==> config.mk <==
export PLATFORM = sky130hd
export DESIGN_NAME = first_free_room_allocator_core
export DESIGN_NICKNAME = d
export VERILOG_FILES = /design/src/ffra_pkg.sv /design/src/ffra_ram.sv /design/src/ffra_occ.sv /design/src/first_free_room_allocator_core.sv
export SDC_FILE = /design/constraint.sdc
export NUM_CORES = 1
export LEC_CHECK = 0
export ABC_CLOCK_PERIOD_IN_PS = 11400
export BUFFER_PORTS_ARGS = -buffer_cell sky130_fd_sc_hd__buf_4
export CORE_AREA = 2 2 177 179
export CTS_BUF_LIST = sky130_fd_sc_hd__clkbuf_2
export DETAILED_ROUTE_END_ITERATION = 16
export DIE_AREA = 0 0 179 181
export GPL_TIMING_DRIVEN = 0
export PLACE_DENSITY = 0.84
export SLEW_MARGIN = 25
export SYNTH_ARGS = -nofsm -noshare
export SYNTH_HDL_FRONTEND = slang
export SYNTH_SLANG_ARGS = --single-unit
==> constraint.sdc <==
create_clock -name i_clk -period 11.4 [get_ports i_clk]
set_input_delay 1.14 -clock i_clk [delete_from_list [all_inputs] [get_ports i_clk]]
set_output_delay 1.14 -clock i_clk [all_outputs]
set_load 0.02 [all_outputs]
==> src/ffra_pkg.sv <==
// ----------------------------------------------------------------------------
// ffra_pkg
// Shared constants, payload types and search functions of the first-free
// room allocator.
// ----------------------------------------------------------------------------
package ffra_pkg;

    // Room set and field widths
    localparam int ROOM_COUNT = 256;
    localparam int ROOM_W     = 16;
    localparam int OWNER_W    = 32;
    localparam int TYPE_W     = 2;
    localparam int STATUS_W   = 2;
    localparam int SPAN_W     = ROOM_W + 1;

    // Occupancy memory geometry: one row holds ROW_W occupied bits
    localparam int ROW_W      = 16;
    localparam int BIT_IDX_W  = $clog2(ROW_W);
    localparam int ROW_COUNT  = (ROOM_COUNT + ROW_W - 1) / ROW_W;
    localparam int ROW_IDX_W  = (ROW_COUNT > 1) ? $clog2(ROW_COUNT) : 1;
    localparam int ROW_SPACE  = 1 << ROW_IDX_W;
    localparam int SLOT_W     = ROW_IDX_W + BIT_IDX_W;
    localparam int SLOT_SPACE = 1 << SLOT_W;

    localparam logic [ROOM_W-1:0] RESET_FIRST_ROOM = 16'd89;

    // Request codes
    localparam logic [TYPE_W-1:0] REQ_ALLOC   = 2'd0;
    localparam logic [TYPE_W-1:0] REQ_CLAIM   = 2'd1;
    localparam logic [TYPE_W-1:0] REQ_RELEASE = 2'd2;

    // Status codes
    localparam logic [STATUS_W-1:0] ST_OK    = 2'd0;
    localparam logic [STATUS_W-1:0] ST_FULL  = 2'd1;
    localparam logic [STATUS_W-1:0] ST_RANGE = 2'd2;

    typedef enum logic [1:0] {
        S_IDLE,
        S_LOOK,
        S_UPDATE
    } t_state;

    typedef struct packed {
        logic [TYPE_W-1:0]  req_type;
        logic [OWNER_W-1:0] owner_id;
        logic [ROOM_W-1:0]  room_number;
    } t_req;

    typedef struct packed {
        logic [STATUS_W-1:0] status;
        logic [ROOM_W-1:0]   granted_room;
        logic                was_occupied;
    } t_res;

    // Occupancy store command: one row read, one row write back
    typedef struct packed {
        logic                 rd_en;
        logic [ROW_IDX_W-1:0] rd_row;
        logic                 wr_en;
        logic [ROW_IDX_W-1:0] wr_row;
        logic [ROW_W-1:0]     wr_word;
    } t_occ_cmd;

    // Lowest clear bit of one occupancy row
    function automatic logic [BIT_IDX_W-1:0] first_zero_bit(input logic [ROW_W-1:0] word);
        logic [BIT_IDX_W-1:0] idx;
        idx = '0;
        for (int i = ROW_W - 1; i >= 0; i--) begin
            if (!word[i]) begin
                idx = BIT_IDX_W'(i);
            end
        end
        return idx;
    endfunction

    // Lowest row that still has a vacant room
    function automatic logic [ROW_IDX_W-1:0] first_open_row(input logic [ROW_COUNT-1:0] full);
        logic [ROW_IDX_W-1:0] idx;
        idx = '0;
        for (int i = ROW_COUNT - 1; i >= 0; i--) begin
            if (!full[i]) begin
                idx = ROW_IDX_W'(i);
            end
        end
        return idx;
    endfunction

endpackage

==> src/ffra_ram.sv <==
// ----------------------------------------------------------------------------
// ffra_ram
// Generic simple dual-port RAM, one write port, one registered read port.
// ----------------------------------------------------------------------------
module ffra_ram #(
    parameter int WIDTH = 32,
    parameter int DEPTH = 16,
    localparam int ADDR_W = (DEPTH > 1) ? $clog2(DEPTH) : 1
) (
    input  logic              i_clk,
    input  logic              i_wr_en,
    input  logic [ADDR_W-1:0] i_wr_addr,
    input  logic [WIDTH-1:0]  i_wr_data,
    input  logic              i_rd_en,
    input  logic [ADDR_W-1:0] i_rd_addr,
    output logic [WIDTH-1:0]  o_rd_data
);

    logic [WIDTH-1:0] r_mem [DEPTH];
    logic [WIDTH-1:0] r_rd_data;

    always_ff @(posedge i_clk) begin
        if (i_wr_en) begin
            r_mem[i_wr_addr] <= i_wr_data;
        end
        if (i_rd_en) begin
            r_rd_data <= r_mem[i_rd_addr];
        end
    end

    assign o_rd_data = r_rd_data;

endmodule

==> src/ffra_occ.sv <==
// ----------------------------------------------------------------------------
// ffra_occ
// Occupancy store: rows of occupied bits in RAM, per-row valid and full
// flags in flops, and the search for the lowest row with a vacancy.
// ----------------------------------------------------------------------------
module ffra_occ (
    input  logic                           i_clk,
    input  logic                           i_rst_n,
    input  ffra_pkg::t_occ_cmd             i_cmd,
    output logic [ffra_pkg::ROW_W-1:0]     o_rd_word,
    output logic [ffra_pkg::ROW_IDX_W-1:0] o_open_row,
    output logic                           o_any_open
);
    import ffra_pkg::*;

    logic [ROW_COUNT-1:0] r_row_vld;
    logic [ROW_COUNT-1:0] r_row_full;
    logic                 r_rd_vld;
    logic [ROW_W-1:0]     ram_q;

    ffra_ram #(
        .WIDTH (ROW_W),
        .DEPTH (ROW_SPACE)
    ) u_occ_ram (
        .i_clk     (i_clk),
        .i_wr_en   (i_cmd.wr_en),
        .i_wr_addr (i_cmd.wr_row),
        .i_wr_data (i_cmd.wr_word),
        .i_rd_en   (i_cmd.rd_en),
        .i_rd_addr (i_cmd.rd_row),
        .o_rd_data (ram_q)
    );

    // A row never written since reset reads as all vacant
    always_ff @(posedge i_clk) begin
        if (!i_rst_n) begin
            r_row_vld  <= '0;
            r_row_full <= '0;
            r_rd_vld   <= 1'b0;
        end else begin
            if (i_cmd.rd_en) begin
                r_rd_vld <= r_row_vld[i_cmd.rd_row];
            end
            if (i_cmd.wr_en) begin
                r_row_vld[i_cmd.wr_row]  <= 1'b1;
                r_row_full[i_cmd.wr_row] <= &i_cmd.wr_word;
            end
        end
    end

    assign o_rd_word  = r_rd_vld ? ram_q : '0;
    assign o_open_row = first_open_row(r_row_full);
    assign o_any_open = ~&r_row_full;

endmodule

==> src/first_free_room_allocator_core.sv <==
// ----------------------------------------------------------------------------
// first_free_room_allocator_core
// First-fit room allocator: allocate the lowest vacant room, claim a named
// room, or release a named room; one result per request.
// ----------------------------------------------------------------------------
//
//  Channel   | Ports                          | Transfer
//  ----------+--------------------------------+--------------------------------
//  request   | start, busy, i_req             | edge with start high, busy low
//  result    | o_res_stb, o_res               | edge ending the strobe cycle
//  config    | i_cfg_wr_en, i_cfg_wr_data     | edge with i_cfg_wr_en high
//
//  Sequencing: after the transfer, busy stays high through the row lookup,
//  then the read-modify-write of one occupancy row, and a new request is
//  taken only once busy drops again. The occupancy RAM's single read and
//  write per request set this order.
//  Reset: synchronous, active low; every room reads vacant right after reset,
//  no clearing pass. First room number returns to 89.
//  Stalls: the result side cannot stall; the result is shown for one cycle.
// ----------------------------------------------------------------------------
module first_free_room_allocator_core (
    input  logic                        i_clk,
    input  logic                        i_rst_n,
    input  logic                        start,
    output logic                        busy,
    input  ffra_pkg::t_req              i_req,
    output logic                        o_res_stb,
    output ffra_pkg::t_res              o_res,
    input  logic                        i_cfg_wr_en,
    input  logic [ffra_pkg::ROOM_W-1:0] i_cfg_wr_data
);
    import ffra_pkg::*;

    // Control and held request
    t_state                r_state, n_state;
    t_req                  r_req, n_req;
    logic [ROOM_W-1:0]     r_base;
    logic [ROW_IDX_W-1:0]  r_row, n_row;
    logic [BIT_IDX_W-1:0]  r_bit, n_bit;
    logic                  r_bad, n_bad;
    logic                  r_any_open, n_any_open;
    logic                  r_res_stb, n_res_stb;
    t_res                  r_res, n_res;

    // Occupancy store interface
    t_occ_cmd              occ_cmd;
    logic [ROW_W-1:0]      occ_word;
    logic [ROW_IDX_W-1:0]  open_row;
    logic                  any_open;

    // Owner memory write port
    logic                  own_wr_en;
    logic [SLOT_W-1:0]     own_wr_addr;

    // Range arithmetic
    logic [SPAN_W-1:0]     span;
    logic [SPAN_W-1:0]     limit;
    logic [SPAN_W-1:0]     offset;
    logic [BIT_IDX_W-1:0]  free_bit;
    logic [SLOT_W-1:0]     alloc_slot;
    logic [SLOT_W-1:0]     named_slot;
    logic                  alloc_ok;

    ffra_occ u_occ (
        .i_clk      (i_clk),
        .i_rst_n    (i_rst_n),
        .i_cmd      (occ_cmd),
        .o_rd_word  (occ_word),
        .o_open_row (open_row),
        .o_any_open (any_open)
    );

    // Owner ids are stored for the record; nothing reads them back
    ffra_ram #(
        .WIDTH (OWNER_W),
        .DEPTH (SLOT_SPACE)
    ) u_owner_ram (
        .i_clk     (i_clk),
        .i_wr_en   (own_wr_en),
        .i_wr_addr (own_wr_addr),
        .i_wr_data (r_req.owner_id),
        .i_rd_en   (1'b0),
        .i_rd_addr ('0),
        .o_rd_data ()
    );

    // Usable slots: rooms whose number still fits in 16 bits
    assign span   = SPAN_W'(1 << ROOM_W) - {1'b0, r_base};
    assign limit  = (span < SPAN_W'(ROOM_COUNT)) ? span : SPAN_W'(ROOM_COUNT);
    // Borrow in the top bit flags a room below the base
    assign offset = {1'b0, r_req.room_number} - {1'b0, r_base};

    assign free_bit   = first_zero_bit(occ_word);
    assign alloc_slot = {r_row, free_bit};
    assign named_slot = {r_row, r_bit};
    assign alloc_ok   = r_any_open && ({{(SPAN_W - SLOT_W){1'b0}}, alloc_slot} < limit);

    always_ff @(posedge i_clk) begin
        if (!i_rst_n) begin
            r_state   <= S_IDLE;
            r_base    <= RESET_FIRST_ROOM;
            r_res_stb <= 1'b0;
        end else begin
            r_state   <= n_state;
            r_res_stb <= n_res_stb;
            if (i_cfg_wr_en) begin
                r_base <= i_cfg_wr_data;
            end
        end
    end

    // Payload registers
    always_ff @(posedge i_clk) begin
        r_req      <= n_req;
        r_row      <= n_row;
        r_bit      <= n_bit;
        r_bad      <= n_bad;
        r_any_open <= n_any_open;
        r_res      <= n_res;
    end

    always_comb begin
        n_state    = r_state;
        n_req      = r_req;
        n_row      = r_row;
        n_bit      = r_bit;
        n_bad      = r_bad;
        n_any_open = r_any_open;
        n_res_stb  = 1'b0;
        n_res      = r_res;
        busy       = 1'b1;
        occ_cmd    = '0;
        own_wr_en  = 1'b0;
        own_wr_addr = named_slot;

        unique case (r_state)
            S_IDLE: begin
                busy = 1'b0;
                if (start) begin
                    n_req   = i_req;
                    n_state = S_LOOK;
                end
            end

            // Pick the row: first open row for allocate, the named row otherwise
            S_LOOK: begin
                n_any_open = any_open;
                n_bit      = offset[BIT_IDX_W-1:0];
                if (r_req.req_type == REQ_ALLOC) begin
                    n_row = open_row;
                    n_bad = 1'b0;
                end else begin
                    n_row = offset[SLOT_W-1:BIT_IDX_W];
                    n_bad = (r_req.req_type != REQ_CLAIM && r_req.req_type != REQ_RELEASE)
                            || offset[SPAN_W-1] || (offset >= limit);
                end
                occ_cmd.rd_en  = 1'b1;
                occ_cmd.rd_row = n_row;
                n_state        = S_UPDATE;
            end

            // Row data is back: modify, write back, post the result
            S_UPDATE: begin
                n_res_stb      = 1'b1;
                n_res          = '{status: ST_RANGE, granted_room: '0, was_occupied: 1'b0};
                occ_cmd.wr_row = r_row;
                unique case (r_req.req_type) inside
                    REQ_ALLOC: begin
                        if (alloc_ok) begin
                            occ_cmd.wr_en   = 1'b1;
                            occ_cmd.wr_word = occ_word | (ROW_W'(1) << free_bit);
                            own_wr_en       = 1'b1;
                            own_wr_addr     = alloc_slot;
                            n_res.status       = ST_OK;
                            n_res.granted_room = r_base + ROOM_W'(alloc_slot);
                        end else begin
                            n_res.status = ST_FULL;
                        end
                    end
                    REQ_CLAIM, REQ_RELEASE: begin
                        if (!r_bad) begin
                            occ_cmd.wr_en = 1'b1;
                            if (r_req.req_type == REQ_CLAIM) begin
                                occ_cmd.wr_word = occ_word | (ROW_W'(1) << r_bit);
                                own_wr_en       = 1'b1;
                            end else begin
                                occ_cmd.wr_word = occ_word & ~(ROW_W'(1) << r_bit);
                            end
                            n_res.status       = ST_OK;
                            n_res.granted_room = r_req.room_number;
                            n_res.was_occupied = occ_word[r_bit];
                        end
                    end
                    default: begin
                        // unknown request: flagged out of range, no change
                    end
                endcase
                n_state = S_IDLE;
            end

            default: begin
                n_state = S_IDLE;
            end
        endcase
    end

    assign o_res_stb = r_res_stb;
    assign o_res     = r_res;

endmodule

# Yosys cells after proc, flatten, opt, wreduce, memory -nomap -nowiden
# Memory sizes are Yosys's and may differ from the RTL's. A register that Yosys moved wholly into a read port is not among the register bits.
# Index checks and enable logic that the tools add are counted.
# totals
n_memories,1
regBits,99
input_bits,70
ram_bits,256
# memory_table
memory,depth,word_bits,read_ports,rd_ports_with_merged_regs,wr,line_no,text
u_occ.u_occ_ram.r_mem,16,16,1,1,1,ffra_ram.sv:19,logic [WIDTH-1:0] r_mem [DEPTH];
# op_classes
eq_ne,7
mux,61
add_sub_neg,3
shifts,2
bitwise_logic,6
reduce_logical,13
order_cmp,7
# ops
cell,count
4-bit two-way mux,33
16-bit two-way mux,5
16-bit OR,3
18-bit one-hot mux with 2 select lines,1
16-bit one-hot mux with 2 select lines,1
16-bit AND reduction,2
1-bit by 4-bit left shift with 16-bit output (first input constant),2
21-bit two-way mux,1
19-bit two-way mux,1
17-bit greater-or-equal comparator,1
17-bit by 9-bit less-than comparator with 1-bit output (second input constant),1
8-bit by 17-bit less-than comparator with 1-bit output,1
17-bit two-way mux,1
16-bit by 16-bit subtractor with 17-bit output,1
17-bit by 16-bit subtractor with 17-bit output (first input constant),1
16-bit by 8-bit adder with 16-bit output,1
16-bit AND,1
16-bit bitwise mux,1
16-bit NOT,1
4-bit by 5-bit less-than comparator with 1-bit output (second input constant),3
1-bit two-way mux,10
1-bit binary-select mux with 4-bit select,2
5-bit two-way mux,1
1-bit demux with 4-bit select,1
other kinds (15),23

# Longest topological paths before layout
# Gate-level depths: netlist of run 1.
# depth
depth_word,27
depth_mapped,22
mapped_depth_nobuf,20

# Cells and area by module
# A second synthesis of run 1 with hierarchy kept.
# unflattened
hier_cells,1210
area_unflattened_um2,17391.7
# by_module_without_submodules
module,cells_each,n_inst,seq_area_each_um2,area_per_inst_um2
ffra_ram,432,1,8167.8,10202.3
first_free_room_allocator_core,584,1,1791.7,5519.0
ffra_occ,194,1,660.6,1670.4

# Least setup slack after synthesis of run 1
# No wires, ideal clock.
# synth_timing
path_type,flip-flop to flip-flop
start,register r_base[1]
end,memory u_occ.u_occ_ram.r_mem[10][0] (netlist bit) (enable)
synth_period_minus_slack_ps,5397
arrival_time_ps,5004
slack_ps,6003
required_ps,11007
stages_incl_launch_ff,20
path_cell_list,dfxtp_1 -> inv_1 -> ha_1 -> or4b_4 -> or3_1 -> a221oi_2 -> nand2_1 -> and4b_1 -> buf_2 -> nand3_1 -> ha_1 -> a21o_1 -> a21oi_1 -> inv_1 -> o41ai_2 -> and3_1 -> buf_4 -> clkbuf_1 -> o2111ai_1 -> nor2_1
# synth_via
elab_chain_cells,10
# synth_lines
item,line_no,text
"start, declared",first_free_room_allocator_core.sv:37,logic [ROOM_W-1:0] r_base;
"start signal, assigned",first_free_room_allocator_core.sv:107,r_base <= i_cfg_wr_data;
17-bit by 16-bit subtractor with 17-bit output *,first_free_room_allocator_core.sv:88,"assign span = SPAN_W'(1 << ROOM_W) - {1'b0, r_base};"
17-bit by 9-bit less-than comparator with 1-bit output,first_free_room_allocator_core.sv:89,assign limit = (span < SPAN_W'(ROOM_COUNT)) ? span : SPAN_W'(ROOM_COUNT);
17-bit two-way mux *,first_free_room_allocator_core.sv:89,
8-bit by 17-bit less-than comparator with 1-bit output *,first_free_room_allocator_core.sv:96,"assign alloc_ok = r_any_open && ({{(SPAN_W - SLOT_W){1'b0}}, alloc_slot} < limit);"
1-bit logical AND *,first_free_room_allocator_core.sv:96,
1-bit two-way mux *,first_free_room_allocator_core.sv:169,if (alloc_ok) begin
1-bit one-hot mux with 2 select lines *,first_free_room_allocator_core.sv:167,unique case (r_req.req_type) inside
21-bit two-way mux *,first_free_room_allocator_core.sv:136,unique case (r_state)
1-bit two-way mux *,ffra_ram.sv:23,if (i_wr_en) begin
1-bit two-way mux (not written as such) *,ffra_ram.sv:24,r_mem[i_wr_addr] <= i_wr_data;
"end, declared",ffra_ram.sv:19,
# Mark *: on every way between the ends. The rest lies on a longest branch, timed or not.

==> results of run 1 <==
[routing by layer]
layer	vias to the layer above	GRT usage	wire length, um	part of all wire
li1	6399	-	-	-
met1	6714	0.400	18600	0.38
met2	987	0.485	23100	0.47
met3	190	0.0606	5370	0.11
met4	2	0.143	1990	0.041
met5	-	0	17	0.00035
[synth_stat cells, types with 10 or more instances]
master / instances
nor3_1: 24
o211ai_1: 10
or3_1: 10
ha_1: 50
o22ai_1: 34
o21a_1: 25
nor2b_1: 19
edfxtp_1: 319
clkbuf_1: 81
and2_1: 18
dfxtp_1: 52
nand2b_1: 14
o21ai_0: 89
a21oi_1: 134
a21o_1: 45
nand3_1: 53
nor2_1: 99
nand2_1: 216
a22oi_1: 11
mux2i_1: 90
nand4_1: 16
xnor2_1: 23
inv_1: 50
[kinds of logic (layout without fill, tap and decap cells)]
family | after synthesis | after routing
compound gates | 423 | 423
xor+xnor | 26 | 26
fa+ha+maj | 53 | 53
buf+inv | 142 | 374
flops | 371 | 371
mux | 100 | 100
other cells | 1 | 9
simple gates | 503 | 503
[power breakdown]
part           total [W]  switching (W)  internal (W)
clock network   0.000915       0.000551      0.000364
registers        0.00150      0.0000199       0.00148
logic           0.000452       0.000282      0.000170
[critical path, delay by kind of cell, from the launching register on]
kind | cells | cell delay (ns)
simple gates | 6 | 1.57
compound gates | 6 | 2.05
flops | 1 | 0.43
fa+ha+maj | 2 | 0.63
buf+inv | 6 | 1.61
[state kept, by name, summed over array words and instances (netlist names)]
register	flops
r_any_open	1
r_bad	1
r_req	18
r_row	4
r_bit	4
o_res	19
u_occ.r_rd_vld	1
u_occ.u_occ_ram.r_mem	256
u_occ.r_row_full	16
o_res_stb	1
u_occ.r_row_vld	16
r_base	16
r_state	2
u_occ.u_occ_ram.o_rd_data	16
[how the worst max path moves through the flow]
stage,start,endpoint,slack [ns]
finish,r_base[1],u_occ.u_occ_ram.r_mem[4][1],4.75
global route,r_base[1],u_occ.u_occ_ram.r_mem[11][1],4.39
CTS,r_base[1],u_occ.u_occ_ram.r_mem[5][5],4.86
detailed placement,r_base[1],u_occ.u_occ_ram.r_mem[8][5],4.86
global placement,r_base[1],u_occ.u_occ_ram.r_mem[8][6],4.33
floorplan,r_base[1],u_occ.u_occ_ram.r_mem[10][0],6.00
[final cells by class]
class / instances / area share
plain buffers: 91 / 0.0181
multi-input cells: 1113 / 0.352
clock inverters: 37 / 0.0112
clock buffers: 131 / 0.0325
inverters: 51 / 0.00949
repair buffers: 64 / 0.0260
flip-flops and latches: 371 / 0.526
diodes: 1 / 0.000124
well taps: 396 / 0.0246
[metrics by stage]
step	worst slack, ns	instance area (um^2)	cells	hold slack (ns)
detailed placement	4.86	19300	2086	0.450
finish	4.75	20200	2255	0.372
floorplan	6.00	18100	1626	0.434
global placement	4.33	19000	2078	0.441
global route	4.39	20200	2255	0.332
CTS	4.86	20200	2254	0.324
==> summary.txt, run 1 <==
Htree depth -> 3
Port Buffers -> 56
Final TNS setup -> 0 ns
Startpoint class of the critical path -> flip-flop
Slew HR -> 0.231
Synth Flop Type -> edfxtp_1
Worst min-delay path class -> in -> reg
Std-Cell Rows -> 64
Min Tclk post-route -> 6.65 ns
Filler instances -> 2,245
Grt total ovfl -> 0
DRC errors left -> 0
Hold Violations, Final -> 0
CP cell instances -> inv_1 > ha_1 > or4b_4 > or3_1 > a221oi_2 > nand2_1 > and4b_1 > buf_2 > nand3_1 > ha_1 > a21o_1 > a21oi_1 > inv_1 > o41ai_2 > and3_1 > buf_4 > clkbuf_1 > clkbuf_1 > o211ai_1 > a21oi_2
Total Routing Usage GR -> 0.304
Most frequent cells in the layout -> edfxtp_1, nand2_1, clkbuf_2
Routed length per instance -> 21.7 um
# clock sinks -> 371
WHS Path Cells -> 1
Seq cells post-synth -> 371
Mean Syn Cell Area -> 11.2 um^2
WP data arrival -> 7.25 ns
Synth warnings -> 0
Synth Area in XOR/XNOR -> 0.0126
Vias in the first global route -> 14,000
CP Max Fanout -> 16
Gpl congestion -> 0.928
Initial antenna violation count -> 2
Adder-cell share of the synthesized area -> 0.0373
Num CTS Buffers -> 92
Worst R2R End -> u_occ.u_occ_ram.r_mem[4][1]
CP max stage cell -> a21oi_2
FF+latch area -> 10,600 um^2
CTS tree -> yes
Sequential fraction of the synthesis area -> 0.587
CP Class -> reg -> reg
Die area -> 32,400 um^2
Area share of the largest cell type after synthesis -> 0.529
Max incr delay on CP -> 0.81 ns
Clk slew on worst S/H paths -> 0.11 ns
Vias per cell -> 6.34
Hold wc startpoint -> i_req[10]
Compound-Gate Fraction of Synth Area -> 0.146
R2r worst-path depth -> 20
Chip height -> 181 um
P per Cell Area -> 142 nW/um^2
Hold_buf cts -> 0
Leading area contributor after synthesis -> edfxtp_1
Final Setup Violations -> 0
Reg2reg start -> r_base[1]
Drt first pass iters -> 6
Async SR Flop Fraction -> 0
Clk_lat worst skew -> 0.96 ns
Post-Route WL -> 49,000 um
I/O pin cnt -> 91
DP HPWL -> 34,100 um
Synth Instances -> 1,619
Post-synth EDFFs -> 319
Clock tree buffer depth -> 3
Largest net degree at the start of global routing -> 32
DR vias -> 14,300
Peak VDD IR -> 0.115 mV
WHS Endpoint -> r_req[10]
Initial Util -> 0.597
Clock skew -> 0.0548 ns
Util after Layout -> 0.665
Multiplexer area fraction after synthesis -> 0.0597
Core area -> 30,300 um^2
Crit. End Element -> flip-flop
Multi-input logic area -> 7090 um^2
Status -> finished clean
Layout cell share with drive strength beyond 1 -> 0.148
Nets -> 1,906
Main area contributors after synthesis -> edfxtp_1, dfxtp_1, mux2i_1, nand2_1, a21oi_1
Tot Pwr -> 0.00287 W
Main combinational cell family by area after synthesis -> compound AO/OA/AOI/OAI gates
Commonest non-fill, non-tap cell in the layout -> edfxtp_1
DRT antenna net count -> 0
Worst EP required -> 11.99 ns
Initial DRC Count -> 2,035
Post-Syn Area -> 18,100 um^2
Setup slack, reg-to-reg -> 4.75 ns
First-pass GRT wire length -> 75,300 um
Synth cell types -> 71
CTS resizes -> 0
Area grow syn2layout -> 11.5%
Slew Limit Fails -> 0
Chip width -> 179 um
Pleak -> 7.14 nW
RSZ-0062 raised after global routing -> no
Worst Tran Pin Value -> 1.15 ns
Max-Cap Viols -> 0
Root Driver -> clkbuf_2
Synth Area in Simple Gates -> 0.127
Final period util -> 0.584
Postcts setup bufs -> 0
Max Fclk -> 150 MHz
(Power assumes the default switching activity.)
==> run 2, diff against run 1 <==
--- a/config.mk
+++ b/config.mk
@@ -5,12 +5,12 @@
 export SDC_FILE = /design/constraint.sdc
 export NUM_CORES = 1
 export LEC_CHECK = 0
-export ABC_CLOCK_PERIOD_IN_PS = 11400
+export ABC_CLOCK_PERIOD_IN_PS = 5700
 export BUFFER_PORTS_ARGS = -buffer_cell sky130_fd_sc_hd__buf_4
-export CORE_AREA = 2 2 177 179
+export CORE_AREA = 2 2 180 182
 export CTS_BUF_LIST = sky130_fd_sc_hd__clkbuf_2
 export DETAILED_ROUTE_END_ITERATION = 16
-export DIE_AREA = 0 0 179 181
+export DIE_AREA = 0 0 182 184
 export GPL_TIMING_DRIVEN = 0
 export PLACE_DENSITY = 0.84
 export SLEW_MARGIN = 25
==> constraint.sdc (replaced) <==
create_clock -name i_clk -period 5.7 [get_ports i_clk]
set_input_delay 0.57 -clock i_clk [delete_from_list [all_inputs] [get_ports i_clk]]
set_output_delay 0.57 -clock i_clk [all_outputs]
set_load 0.02 [all_outputs]
==> run 2 against run 1 <==
Effect of this change:
- clock skew increased by 0.0095 ns
- setup slack lost 4.5 ns
- final cell count up 3.6%
- utilization is 1.3 points higher
- total power up 99%
- clock power up 93%
- cell area grew 5.4%
- critical path depth is the same
- flip-flop and latch count is the same
- global-route usage grew 0.37 points
- critical path type unchanged
- critical endpoint is now u_occ.u_occ_ram.r_mem[9][13]
- largest cell class unchanged
==> summary.txt, run 2 (same netlist as run 1, synthesis figures left out) <==
Grt total ovfl -> 0 (unchanged)
Peak VDD IR -> 0.212 mV (+85%)
CP max stage cell -> or4b_4
Sw Ratio -> 0.301 (+0.00367)
Combinational power share -> 0.165 (+0.007)
Area grow syn2layout -> 17.5%
Worst Tran Pin Value -> 1.22 ns (+0.0689 ns)
Root Driver -> clkbuf_2
Clock tree buffer depth -> 3 (unchanged)
Pre-CTS setup slack -> -0.990 ns (-5.85 ns)
I/O pin cnt -> 91 (unchanged)
FF+latch area -> 10,600 um^2 (about the same)
DP HPWL -> 34,100 um (+0.11%)
Core area -> 31,400 um^2 (+3.4%)
Internal power of the cells -> 0.00399 W (+98%)
Commonest non-fill, non-tap cell in the layout -> edfxtp_1
DR vias -> 14,600 (+2.0%)
# clock sinks -> 371 (unchanged)
CP Max Fanout -> 14 (-2)
Clock skew -> 0.0643 ns (+0.00946 ns)
Clock power frac -> 0.310 (-0.009)
Die area -> 33,500 um^2 (+3.4%)
Initial Util -> 0.577 (-0.0198)
Min Tclk post-route -> 5.47 ns (-1.19 ns)
Nets -> 1,981 (+3.9%)
Port Buffers -> 56 (unchanged)
Total Routing Usage GR -> 0.308 (+0.00373)
DRT antenna net count -> 0 (unchanged)
Startpoint class of the critical path -> flip-flop
Status -> finished clean
P per Cell Area -> 269 nW/um^2 (+89%)
Largest net degree at the start of global routing -> 32 (unchanged)
Final Setup Violations -> 0 (unchanged)
Net switching power -> 0.00172 W (+100%)
Vias in the first global route -> 14,300 (+2.3%)
Initial DRC Count -> 1,812 (-11%)
RSZ-0062 raised after global routing -> no
Worst EP required -> 6.37 ns (-5.62 ns)
Hold Violations, Final -> 0 (unchanged)
Clk slew on worst S/H paths -> 0.12 ns (about the same)
Chip height -> 184 um (+1.7%)
Max incr delay on CP -> 0.52 ns (-0.29 ns)
Htree depth -> 3 (unchanged)
Number of flip-flops in the largest register -> 256 (unchanged)
Max-Cap Viols -> 0 (unchanged)
Num CTS Buffers -> 92 (unchanged)
CP Class -> reg -> reg
Worst Slack Setup Final -> 0.235 ns (-4.51 ns)
Slew HR -> 0.185 (-0.0462)
Gpl congestion -> 0.939 (+1.2%)
Final period util -> 0.959 (+0.375)
Drt first pass iters -> 6 (unchanged)
Util after Layout -> 0.678 (+0.0128)
First-pass GRT wire length -> 78,700 um (+4.5%)
Pleak -> 7.58 nW (+6.1%)
Layout cell share with drive strength beyond 1 -> 0.175 (+0.0274)
Crit. End Element -> flip-flop
Most flop-heavy register -> u_occ.u_occ_ram.r_mem
Post-Route WL -> 51,800 um (+5.7%)
Most frequent cells in the layout -> edfxtp_1, nand2_1, clkbuf_2
DRC errors left -> 0 (unchanged)
Slew Limit Fails -> 0 (unchanged)
Filler instances -> 2,208 (-1.6%)
Initial antenna violation count -> 1 (-1)
CTS tree -> yes
Sequential power share -> 0.525 (+0.002)
Cell mode on critical path -> clkbuf_4
Multi-input logic area -> 7290 um^2 (+2.7%)
Worst min-delay path class -> in -> reg
Max Fclk -> 183 MHz (+22%)
WP data arrival -> 6.14 ns (-1.11 ns)
Vias per cell -> 6.24 (-1.6%)
Clk_lat worst skew -> 1.03 ns (+0.07 ns)
Std-Cell Rows -> 65 (+1.6%)
Routed length per instance -> 22.2 um (+2.0%)
Chip width -> 182 um (+1.7%)
CP cell instances -> inv_2 > ha_2 > or4b_4 > or3_1 > a221oi_2 > nand2_1 > and4b_1 > clkbuf_4 > nand3_1 > ha_1 > a21o_1 > a21oi_2 > inv_1 > o41ai_4 > and3_1 > buf_4 > clkbuf_4 > o2111ai_4 > nor2_4 > buf_6
-- run 2: final cells by class --
| cell class | instances | area share |
|---|---|---|
| inverter | 51 | 0.00900 |
| timing repair buffer | 139 | 0.0677 |
| antenna | 2 | 0.000235 |
| tap | 402 | 0.0236 |
| buffer | 91 | 0.0178 |
| multi-input combinational | 1113 | 0.343 |
| clock inverter | 24 | 0.00576 |
| clock buffer | 144 | 0.0339 |
| sequential | 371 | 0.499 |
-- run 2: what timing repair did --
item	4_1_cts	5_1_grt
cloned	0	0
resized for setup	35	16
hold endpoints to repair	40	0
pin swaps	23	5
setup buffers	33	4
hold buffers	36	0
setup endpoints to repair	502	513
-- run 2: worst max-delay path, delay by kind of cell, from the launching register on --
family / cells / cell delay [ns]
buffers and inverters: 6 / 1.08
and+or+nand+nor: 7 / 1.82
adders and majority gates: 2 / 0.57
DFF: 1 / 0.41
AOI/OAI and AO/OA: 5 / 1.22
-- run 2: power by group through the flow --
| stage | logic (W) | registers [W] | clock network [W] |
|---|---|---|---|
| finish | 0.000942 | 0.00300 | 0.00177 |
| global route | 0.00102 | 0.00300 | 0.00192 |
| CTS | 0.000908 | 0.00300 | 0.00178 |
| detailed placement | 0.000876 | 0.00306 | 0 |
| global placement | 0.000841 | 0.00306 | 0 |
| floorplan | 0.000617 | 0.00304 | 0 |
-- run 2: worst paths after layout --
| path | from | to | slack, ns | cells past startpoint |
|---|---|---|---|---|
| worst max-delay path | r_base[1] | u_occ.u_occ_ram.r_mem[9][13] | 0.23 | 20 |
| worst min-delay path | i_cfg_wr_en | r_base[6] | 0.08 | 2 |
| worst max register to register | r_base[1] | u_occ.u_occ_ram.r_mem[9][13] | 0.23 | 20 |
| worst min register to register | u_occ.r_row_vld[9] | u_occ.r_row_vld[9] | 0.48 | 1 |
-- run 2: stage by stage --
stage	hold WS [ns]	cells	TNS [ns]	total power, W	instance area (um^2)
2_1_floorplan	0.434	1626	0	0.00366	18100
3_3_place_gp	0.442	2084	-473.98	0.00390	19100
3_5_place_dp	0.450	2094	-263.18	0.00393	19300
4_1_cts	0.0122	2331	-0.134	0.00568	21100
5_1_grt	0.0862	2336	0	0.00595	21300
6_report	0.0775	2337	0	0.00571	21300
-- run 2: routing by layer --
layer / global-route usage / share of wire
met5: 0 / 0
met4: 0.139 / 0.043
met3: 0.0636 / 0.11
met2: 0.514 / 0.47
met1: 0.389 / 0.38
